--- src/rtl/core/b5tl_pkg.sv ---
`timescale 1ns / 1ps
// ----------------------------------------------------------------------------
// b5tl_pkg
// Types, constants and helpers shared by the big5 text cursor layout core.
// ----------------------------------------------------------------------------
package b5tl_pkg;

  // cursor coordinate width, saturation point of the cursor and position sums
  localparam int unsigned CoordBits = 13;
  // width that holds any sum of a coordinate and a register without overflow
  localparam int unsigned SumW      = CoordBits + 5;
  localparam int unsigned PosW      = 13;
  localparam int unsigned IdxW      = 14;
  localparam int unsigned ByteW     = 8;
  localparam int unsigned RegIdxW   = 3;

  localparam logic [SumW-1:0] CoordMaxExt = SumW'((1 << CoordBits) - 1);

  // byte code ranges
  localparam logic [ByteW-1:0] SingleLo     = 8'h20;
  localparam logic [ByteW-1:0] SingleHi     = 8'h7E;
  localparam logic [ByteW-1:0] Big5Lo       = 8'hA1;
  localparam logic [ByteW-1:0] Big5Hi       = 8'hFE;
  localparam logic [ByteW-1:0] TrailLowLo   = 8'h40;
  localparam logic [ByteW-1:0] TrailLowHi   = 8'h7E;
  localparam logic [ByteW-1:0] TrailHighOff = 8'h62;
  localparam logic [ByteW-1:0] Big5RowLen   = 8'h9D;

  // register indexes
  localparam logic [RegIdxW-1:0] RegWindowLeft   = 3'd0;
  localparam logic [RegIdxW-1:0] RegWindowTop    = 3'd1;
  localparam logic [RegIdxW-1:0] RegWindowWidth  = 3'd2;
  localparam logic [RegIdxW-1:0] RegWindowHeight = 3'd3;
  localparam logic [RegIdxW-1:0] RegSingleAdv    = 3'd4;
  localparam logic [RegIdxW-1:0] RegDoubleAdv    = 3'd5;
  localparam logic [RegIdxW-1:0] RegRowHeight    = 3'd6;
  localparam logic [RegIdxW-1:0] RegLinePitch    = 3'd7;

  typedef logic [CoordBits-1:0] coord_t;

  typedef struct packed {
    logic [11:0] window_left;
    logic [11:0] window_top;
    logic [12:0] window_width;
    logic [12:0] window_height;
    logic [7:0]  single_advance;
    logic [7:0]  double_advance;
    logic [7:0]  row_height;
    logic [8:0]  line_pitch;
  } cfg_t;

  typedef struct packed {
    logic             lead_pending;
    logic [ByteW-1:0] lead_value;
    coord_t           cursor_x;
    coord_t           cursor_y;
  } state_t;

  typedef struct packed {
    logic            glyph_set;
    logic [IdxW-1:0] glyph_index;
    logic [PosW-1:0] pos_x;
    logic [PosW-1:0] pos_y;
    logic            scroll_request;
    logic            code_ok;
  } result_t;

  function automatic coord_t sat_coord(input logic [SumW-1:0] v);
    return (v > CoordMaxExt) ? coord_t'(CoordMaxExt) : coord_t'(v);
  endfunction

endpackage

--- src/rtl/core/b5tl_step.sv ---
`timescale 1ns / 1ps
// ----------------------------------------------------------------------------
// b5tl_step
// Layout logic for one stream item: byte decode, wrap and line feed,
// glyph index and position, next cursor state.
// ----------------------------------------------------------------------------
module b5tl_step (
  input  b5tl_pkg::cfg_t            cfg_i,
  input  b5tl_pkg::state_t          state_i,
  input  logic                      cmd_i,
  input  logic [b5tl_pkg::ByteW-1:0] byte_i,
  output b5tl_pkg::state_t          state_o,
  output logic                      res_valid_o,
  output b5tl_pkg::result_t         res_o
);
  import b5tl_pkg::*;

  logic            is_single;
  logic [7:0]      move;
  logic [SumW-1:0] wrap_sum;
  logic [SumW-1:0] next_y;
  logic            do_lf;
  logic            hit_bottom;
  coord_t          cx_w;
  coord_t          cy_w;
  coord_t          cx_adv;
  logic            lead_ok;
  logic            trail_low;
  logic            trail_high;
  logic            dbl_ok;
  logic [IdxW-1:0] lead_off;
  logic [IdxW-1:0] dbl_base;
  logic [IdxW-1:0] trail_off;
  logic [IdxW-1:0] dbl_idx;

  always_comb begin
    is_single = (byte_i >= SingleLo) && (byte_i <= SingleHi);
    move = state_i.lead_pending ? cfg_i.double_advance : cfg_i.single_advance;

    // wrap check, then line feed with scroll at the window bottom
    wrap_sum   = SumW'(state_i.cursor_x) + SumW'(move);
    do_lf      = wrap_sum >= SumW'(cfg_i.window_width);
    next_y     = SumW'(state_i.cursor_y) + SumW'(cfg_i.line_pitch);
    hit_bottom = (next_y + SumW'(cfg_i.row_height)) >= SumW'(cfg_i.window_height);
    cx_w       = do_lf ? '0 : state_i.cursor_x;
    cy_w       = (do_lf && !hit_bottom) ? sat_coord(next_y) : state_i.cursor_y;
    cx_adv     = sat_coord(SumW'(cx_w) + SumW'(move));

    // double-byte index: row of 157 codes per lead byte
    lead_ok    = (state_i.lead_value >= Big5Lo) && (state_i.lead_value <= Big5Hi);
    trail_low  = (byte_i >= TrailLowLo) && (byte_i <= TrailLowHi);
    trail_high = (byte_i >= Big5Lo) && (byte_i <= Big5Hi);
    dbl_ok     = lead_ok && (trail_low || trail_high);
    lead_off   = IdxW'(state_i.lead_value - Big5Lo);
    dbl_base   = IdxW'(lead_off * IdxW'(Big5RowLen));
    trail_off  = trail_low ? IdxW'(byte_i - TrailLowLo) : IdxW'(byte_i - TrailHighOff);
    dbl_idx    = dbl_ok ? (dbl_base + trail_off) : '0;

    res_o.glyph_set      = state_i.lead_pending;
    res_o.glyph_index    = state_i.lead_pending ? dbl_idx : IdxW'(byte_i - SingleLo);
    res_o.pos_x          = PosW'(sat_coord(SumW'(cx_w) + SumW'(cfg_i.window_left)));
    res_o.pos_y          = PosW'(sat_coord(SumW'(cy_w) + SumW'(cfg_i.window_top)));
    res_o.scroll_request = do_lf && hit_bottom;
    res_o.code_ok        = state_i.lead_pending ? dbl_ok : 1'b1;

    state_o     = state_i;
    res_valid_o = 1'b0;
    if (cmd_i) begin
      // clear keeps a pending lead byte
      state_o.cursor_x = '0;
      state_o.cursor_y = '0;
    end else if (!state_i.lead_pending) begin
      if (is_single) begin
        state_o.cursor_x = cx_adv;
        state_o.cursor_y = cy_w;
        res_valid_o      = 1'b1;
      end else begin
        state_o.lead_pending = 1'b1;
        state_o.lead_value   = byte_i;
      end
    end else begin
      state_o.lead_pending = 1'b0;
      state_o.cursor_y     = cy_w;
      if (state_i.lead_value < SingleLo) begin
        // control lead: wrap only, nothing drawn
        state_o.cursor_x = cx_w;
      end else begin
        state_o.cursor_x = cx_adv;
        res_valid_o      = 1'b1;
      end
    end
  end

endmodule

--- src/rtl/core/big5_text_cursor_layout_core.sv ---
`timescale 1ns / 1ps
// ----------------------------------------------------------------------------
// big5_text_cursor_layout_core
// Places one-byte and big5 double-byte glyphs of a text stream in a window.
// ----------------------------------------------------------------------------
// The input stream carries one text byte per transfer in tdata; tuser set
// moves the cursor back to the window origin instead. Each drawn glyph gives
// one output transfer with its font in tuser and its index, screen position,
// scroll flag and code flag in tdata. Lead bytes, clears and control codes
// give no transfer.
// A transfer is taken into an input register, worked on there by the layout
// logic, and written to a two-entry result queue that drives the output.
// Throughput is one byte per cycle while the queue has room; the cursor
// update of the layout logic is combinational, so consecutive bytes
// follow without gaps.
// When the receiver stalls the queue fills; once it holds two results and
// another item waits in the input register, s_axis_tready drops until a
// result is taken. Reset clears the cursor, the pending lead byte and the
// queue and loads the register defaults (640 x 480 window, 8/16 advances,
// 16 pitch).
// Registers sit on the APB port at byte address 4*index; the user must write
// them only while the stream is idle, the block itself does not enforce this.
// ----------------------------------------------------------------------------
module big5_text_cursor_layout_core (
  input  logic        clk_i,
  input  logic        rst_ni,
  // apb configuration
  input  logic        psel,
  input  logic        penable,
  input  logic        pwrite,
  input  logic [4:0]  paddr,
  input  logic [31:0] pwdata,
  output logic [31:0] prdata,
  output logic        pready,
  // input stream
  input  logic        s_axis_tvalid,
  output logic        s_axis_tready,
  input  logic [7:0]  s_axis_tdata,   // text_byte
  input  logic        s_axis_tuser,   // cmd
  // output stream
  output logic        m_axis_tvalid,
  input  logic        m_axis_tready,
  output logic [47:0] m_axis_tdata,   // glyph_index, pos_x, pos_y, scroll_request, code_ok
  output logic        m_axis_tuser    // glyph_set
);
  import b5tl_pkg::*;

  cfg_t             cfg_q;
  state_t           state_q;
  state_t           state_d;
  logic             stage_valid_q;
  logic             stage_cmd_q;
  logic [ByteW-1:0] stage_byte_q;
  logic             res_valid;
  result_t          res;
  result_t          fifo_q [2];
  logic             wr_ptr_q;
  logic             rd_ptr_q;
  logic [1:0]       cnt_q;
  logic             push;
  logic             pop;
  logic             adv;
  logic             cfg_wr;
  logic [RegIdxW-1:0] reg_idx;
  result_t          head;

  assign pready  = 1'b1;
  assign reg_idx = paddr[4:2];
  assign cfg_wr  = psel && penable && pwrite && pready;

  always_ff @(posedge clk_i or negedge rst_ni) begin
    if (!rst_ni) begin
      cfg_q.window_left    <= '0;
      cfg_q.window_top     <= '0;
      cfg_q.window_width   <= 13'd640;
      cfg_q.window_height  <= 13'd480;
      cfg_q.single_advance <= 8'd8;
      cfg_q.double_advance <= 8'd16;
      cfg_q.row_height     <= 8'd16;
      cfg_q.line_pitch     <= 9'd16;
    end else if (cfg_wr) begin
      unique case (reg_idx)
        RegWindowLeft:   cfg_q.window_left    <= pwdata[11:0];
        RegWindowTop:    cfg_q.window_top     <= pwdata[11:0];
        RegWindowWidth:  cfg_q.window_width   <= pwdata[12:0];
        RegWindowHeight: cfg_q.window_height  <= pwdata[12:0];
        RegSingleAdv:    cfg_q.single_advance <= pwdata[7:0];
        RegDoubleAdv:    cfg_q.double_advance <= pwdata[7:0];
        RegRowHeight:    cfg_q.row_height     <= pwdata[7:0];
        RegLinePitch:    cfg_q.line_pitch     <= pwdata[8:0];
        default: ;
      endcase
    end
  end

  always_comb begin
    unique case (reg_idx)
      RegWindowLeft:   prdata = 32'(cfg_q.window_left);
      RegWindowTop:    prdata = 32'(cfg_q.window_top);
      RegWindowWidth:  prdata = 32'(cfg_q.window_width);
      RegWindowHeight: prdata = 32'(cfg_q.window_height);
      RegSingleAdv:    prdata = 32'(cfg_q.single_advance);
      RegDoubleAdv:    prdata = 32'(cfg_q.double_advance);
      RegRowHeight:    prdata = 32'(cfg_q.row_height);
      RegLinePitch:    prdata = 32'(cfg_q.line_pitch);
      default:         prdata = '0;
    endcase
  end

  // the input register moves on when the queue has room for its result
  assign pop           = m_axis_tvalid && m_axis_tready;
  assign adv           = stage_valid_q && ((cnt_q != 2'd2) || pop);
  assign s_axis_tready = !stage_valid_q || adv;
  assign push          = adv && res_valid;

  always_ff @(posedge clk_i or negedge rst_ni) begin
    if (!rst_ni) begin
      stage_valid_q <= 1'b0;
    end else if (s_axis_tready) begin
      stage_valid_q <= s_axis_tvalid;
    end
  end

  always_ff @(posedge clk_i) begin
    if (s_axis_tvalid && s_axis_tready) begin
      stage_cmd_q  <= s_axis_tuser;
      stage_byte_q <= s_axis_tdata;
    end
  end

  b5tl_step u_step (
    .cfg_i       (cfg_q),
    .state_i     (state_q),
    .cmd_i       (stage_cmd_q),
    .byte_i      (stage_byte_q),
    .state_o     (state_d),
    .res_valid_o (res_valid),
    .res_o       (res)
  );

  always_ff @(posedge clk_i or negedge rst_ni) begin
    if (!rst_ni) begin
      state_q <= '0;
    end else if (adv) begin
      state_q <= state_d;
    end
  end

  // two-entry result queue
  always_ff @(posedge clk_i or negedge rst_ni) begin
    if (!rst_ni) begin
      wr_ptr_q <= 1'b0;
      rd_ptr_q <= 1'b0;
      cnt_q    <= 2'd0;
    end else begin
      if (push) begin
        wr_ptr_q <= !wr_ptr_q;
      end
      if (pop) begin
        rd_ptr_q <= !rd_ptr_q;
      end
      if (push && !pop) begin
        cnt_q <= cnt_q + 2'd1;
      end else if (pop && !push) begin
        cnt_q <= cnt_q - 2'd1;
      end
    end
  end

  always_ff @(posedge clk_i) begin
    if (push) begin
      fifo_q[wr_ptr_q] <= res;
    end
  end

  assign head          = fifo_q[rd_ptr_q];
  assign m_axis_tvalid = cnt_q != 2'd0;
  assign m_axis_tuser  = head.glyph_set;
  assign m_axis_tdata  = {6'd0, head.code_ok, head.scroll_request, head.pos_y,
                          head.pos_x, head.glyph_index};

  // queue never holds more than two results
  a_cnt_bound: assert property (@(posedge clk_i) disable iff (!rst_ni)
    cnt_q != 2'd3)
    else $error("result queue count out of range");

  // input side stalls only with a full queue behind the input register
  a_stall_full: assert property (@(posedge clk_i) disable iff (!rst_ni)
    !s_axis_tready |-> (stage_valid_q && cnt_q == 2'd2 && !m_axis_tready))
    else $error("input stalled without a full result queue");

  // a held item is not lost while the queue is full
  a_stage_hold: assert property (@(posedge clk_i) disable iff (!rst_ni)
    (stage_valid_q && !adv) |=> stage_valid_q)
    else $error("input register dropped a stalled item");

  // a clear puts the cursor at the window origin
  a_clear: assert property (@(posedge clk_i) disable iff (!rst_ni)
    (adv && stage_cmd_q) |=> (state_q.cursor_x == '0 && state_q.cursor_y == '0 && cnt_q == $past(cnt_q) - 2'($past(pop))))
    else $error("clear did not reset the cursor or produced a result");

endmodule
--- config.mk ---
export PLATFORM = sky130hd
export DESIGN_NAME = big5_text_cursor_layout_core
export DESIGN_NICKNAME = d
export VERILOG_FILES = /design/src/rtl/core/b5tl_pkg.sv /design/src/rtl/core/b5tl_step.sv /design/src/rtl/core/big5_text_cursor_layout_core.sv
export SDC_FILE = /design/constraint.sdc
export NUM_CORES = 1
export LEC_CHECK = 0
export BUFFER_PORTS_ARGS = -buffer_cell sky130_fd_sc_hd__buf_4
export CAP_MARGIN = 30
export CORE_UTILIZATION = 39
export CTS_CLUSTER_SIZE = 10
export DETAILED_ROUTE_END_ITERATION = 6
export GPL_ROUTABILITY_DRIVEN = 0
export SLEW_MARGIN = 5
export SYNTH_ARGS = -nofsm -noshare
export SYNTH_HDL_FRONTEND = slang
export SYNTH_HIERARCHICAL = 1
export SYNTH_SLANG_ARGS = --single-unit
export TNS_END_PERCENT = 30
--- constraint.sdc ---
create_clock -name clk_i -period 8.4 [get_ports clk_i]
set_clock_uncertainty 0.15 [all_clocks]
set_input_delay 1.26 -clock clk_i [delete_from_list [all_inputs] [get_ports clk_i]]
set_output_delay 1.26 -clock clk_i [all_outputs]
set_load 0.1 [all_outputs]
Word level (Yosys, flattened, before mapping)
Memories as Yosys holds them, arrays and structs flattened.
Cells that the tools add are included.
{ "totals": {"wordCells": 123, "reg_bits": 132, "memories": 1, "out_inout_bits": 84, "mem_bits_rw": 86, "input_bits": 53} }
{ "mem_list": {"columns": ["memory", "depth", "width", "read_ports", "rd_ports_with_merged_regs", "wr", "line_no", "text"], "rows": [
  ["fifo_q", 2, 43, 1, 0, 1, "big5_text_cursor_layout_core.sv:56", "result_t fifo_q [2];"]
]} }
{ "op_classes": {"mux": 26, "add_sub_neg": 13, "n_lt_le_gt_ge": 14, "multipliers": 1, "reduce_logical": 39, "n_eq_ne": 8, "n_bitwise": 3} }
{ "op_table": {"columns": ["cell", "n"], "rows": [
  ["$pmux W32 S8", 1],
  ["$mux W13", 7],
  ["$mux W26", 3],
  ["$gt A18 B13 Y1 const B", 4],
  ["$mux W14", 3],
  ["$ge A18 B13 Y1", 2],
  ["$add A13 B12 Y14", 2],
  ["$add A13 B8 Y14", 2],
  ["$reduce_and A2 Y1", 10],
  ["$add A18 B8 Y18", 1],
  ["$sub A8 B7 Y9 const B", 2],
  ["$ge A8 B8 Y1 const B", 2],
  ["$le A8 B8 Y1 const B", 2],
  ["$logic_and A1 B1 Y1", 15],
  ["$add A13 B9 Y14", 1],
  ["$add A14 B14 Y14", 1],
  ["$mul A14 B8 Y14 const B", 1],
  ["$eq A3 B3 Y1 const B", 4],
  ["$mux W9", 1],
  ["$sub A8 B6 Y9 const B", 1],
  ["$sub A8 B8 Y9 const B", 1],
  ["$ge A8 B6 Y1 const B", 1],
  ["$ge A8 B7 Y1 const B", 1],
  ["$le A8 B7 Y1 const B", 1],
  ["16 further kinds", 35]
]} }

Longest topological paths before layout
{ "depth": {"word_depth": 10, "depth_mapped": 34, "ltp_nobuf": 33} }

By module
The synthesis kept the hierarchy.
{ "modules_own_cells": {"columns": ["mod", "cells_per_inst", "area_each_um2", "instances", "seq_area_each_um2"], "rows": [
  ["big5_text_cursor_layout_core", 538, 8939.8, 1, 5943.2],
  ["b5tl_step", 962, 7055.5, 1, 0.0]
]} }

Least setup slack after synthesis
OpenSTA, ideal clock, no wires.
{ "synth_path": {"path_type": "reg2reg", "from": "reg state_q[34] (netlist bit)", "to": "mem fifo_q[0][10] (netlist bit) (data pin)", "required_ps": 7975, "t_arrival_ps": 6721, "synth_period_minus_slack_ps": 7146, "slack_ps": 1254, "path_stages_with_launch": 33, "path_buffers": 5, "setup_ps": 275, "path_cell_list": "dfrtp_1 buf_1 clkbuf_1 mux2i_1 inv_1 fa_1 a21o_1 a21oi_1 o21bai_1 a21oi_1 o21bai_1 a21oi_1 nor2b_1 xor2_1 ha_1 nand3_1 nor3_1 o31ai_1 and4_1 clkbuf_1 a311oi_4 buf_2 nor2_1 a31oi_1 ha_1 a21o_1 a21oi_1 o21ai_0 a31oi_1 o2111ai_1 a31oi_1 clkbuf_1 o21ai_0"} }
{ "synth_rtl": {"columns": ["item", "line_no", "text"], "rows": [
  ["start: declaration", "big5_text_cursor_layout_core.sv:49", "state_t state_q;"],
  ["start signal: assignment", "big5_text_cursor_layout_core.sv:145", "state_q <= state_d;"],
  ["end: declaration", "big5_text_cursor_layout_core.sv:56", null]
]} }

==> results.toml <==
[outcome]
status = "finished, final reports clean"

[yosys]
yosys-top-cells-area = "edfxtp_1, dfrtp_1, ha_1, mux2_2, fa_1"
yosysWarningCount = 6
ys_top_cells_by_count = "mux2_2, ha_1, inv_1, dfrtp_1, edfxtp_1"
ys_seq_area_share_pct = 37.2
synthesis.area_mm2 = 0.0160
ys_types = 81
synth_top_flop_cell = "dfrtp_1"
yosysMostFrequentCell = "mux2_2"
synth_top_area_share_pct = 17.8
ys_ff_latch = 218
synth_top_cell_by_area = "edfxtp_1"
synth_cells = 1500
async_flop_share_pct = 56.4
avgSynthCellArea_um2 = 10.7
synth_edf_count = 95

[sta]
max_freq_mhz = 126
drv_slew = 0
hold_viol_final = 0
period_share_pct = 94.6
slew_headroom_pct = 37.8
rsz0062_at_grt = "no"
final.min_clock_period_ps = 7950
fin_tns_setup_ps = 0
finalSetupViolCount = 0
worst_pin_slew_ps = 930

[clock_tree]
clockRootBuffer = "clkbuf_16"
numCtsBuffers = 28
cts_hold_buf = 0
clk_path_buf_depth = 3
cts_tree = "built"
cts_setup_buffers = 0
h-tree-depth = 1
cts_num_sinks = 218
insertion_delay_ps = 560
clkSlewWorstSetupHoldPaths_ps = 60

[detailed_routing]
postRouteAntennaNets = 0
detail_route.wl_per_cell_um = 18.9
drc = 0
vias = 11500
vias_per_cell = 5.43
routed_wl_um = 40200
dr.first_iter.drc_count = 766
first_pass_iters = 5

[worst_setup_path]
slowest_delay_ps = 440
cp_common_cell = "a21o_1"
r2r_slack_ps = 450
crit_required_ps = 8540
cp_slowest_cell = "a311oi_4"
r2r-end = "fifo_q[1][2]$_DFFE_PP_"
worstPathMaxFanout = 22
crit_family = "compound AO/OA/AOI/OAI gates"
crit_path_end = "fifo_q[1][2]$_DFFE_PP_"
cp.buffers_inverters = 4
worst-path-stages = 29
critPathKind = "register to register"
worstPathArrival_ps = 8090
start_kind = "register"
r2r-start = "cfg_q[5]$_DFFE_PN0P_"
crit_start = "cfg_q[5]$_DFFE_PN0P_"
setup.worst_path.end_class = "register"
reg2reg_depth = 29

[final_layout]
syn_to_final_growth_pct = 12.7
nets = 1814
final_util_pct = 45.0
drive_gt1_share_pct = 22.2
antennaDiodeCount = 0

[grt]
overflow = 0
grt_pass1_vias = 11600
grt_max_degree = 71
grt_pass1_wl_um = 63300
antenna_found_initial = 0
track_usage_pct = 19.3

[floorplanning]
dieWidth_um = 205
pin_count = 137
die_area_mm2 = 0.0418
coreArea_mm2 = 0.0401
chipHeight_um = 205
start_util_pct = 39.9
rows = 73

[min_path]
hp-start = "cnt_q[1]$_DFFE_PN0P_"
hp-class = "register to register"

[placed_design]
io_buffers = 89
hpwl_um = 31100

[job]
cap_violations = 0
## kinds of logic (layout without fill, tap and decap cells)
kind of cell             after synthesis  after routing  synth area share, %
AND/OR/NAND/NOR                      277            277                 9.16
flip-flops                           218            218                 37.2
buffers and inverters                219            297                 6.05
AO/OA/AOI/OAI                        320            320                 13.2
XOR/XNOR                              84             84                 4.60
other                                  2             26               0.0470
adder cells (fa/ha/maj)              181            181                 15.8
multiplexers                         199            199                 14.1
## area by class of cell
type	count	area (µm²)
clock inverters	6	95.1
fillers	3741	22100
well taps	525	657
clock buffers	46	818
flip-flops and latches	218	5940
inverters	141	529
repair buffers	104	788
multi-input cells	1087	9200
## placed cells by master (no fill, tap or decap), drive strengths merged, types with 11 or more instances in the layout
cell and n:
xor2 32, nand2 68, a221oi 14, clkbuf 46
nand3 29, nand2b 19, and2 15, o21ai 85
nor2 56, dfrtp 113, nor2b 19, xnor2 52
conb 26, edfxtp 95, a311oi 11, a21o 25
nand4 16, buf 104, ha 147, nor3 20
mux2 168, a31oi 19, inv 141, fa 34
mux2i 27, a21oi 73
## state kept, by name (all words and copies together), names as in the netlist, 2 cells and up
name / flops
fifo_q: 86
cfg_q: 83
state_q: 35
stage_byte_q: 8
cnt_q: 2
## layer usage
layer	track usage [%]	share of wire, %
met3	3.12	5.4
met5	0	0
met1	26.2	46
met2	31.3	46
met4	6.61	3.0
## repair_timing
item / CTS / global route
endpoints found under the hold margin: 0 / 0
gates resized for setup: 0 / 1
setup endpoints to repair: 0 / 4
## metrics by stage
stage	instance area, µm²	instances	setup WS, ps	hold slack (ps)
after floorplan	16100	1524	1250	319
after global placement	17100	2073	552	341
after detailed placement	17100	2075	460	340
after CTS	18000	2127	403	353
after global routing	18000	2127	8.03	373
final	18000	2127	451	350
## worst min-delay path by stage
| stage | endpoint | cells past startpoint |
|---|---|---|
| 2_1_floorplan | cnt_q[1]$_DFFE_PN0P_ | 1 |
| 3_3_place_gp | cnt_q[1]$_DFFE_PN0P_ | 1 |
| 3_5_place_dp | cnt_q[1]$_DFFE_PN0P_ | 1 |
| 4_1_cts | cnt_q[1]$_DFFE_PN0P_ | 1 |
| 5_1_grt | cnt_q[1]$_DFFE_PN0P_ | 1 |
| 6_report | cnt_q[1]$_DFFE_PN0P_ | 1 |
Power is left out: the tool's default activity adds up to more than one toggle a clock period on the data nets, which glitch-free logic cannot reach.
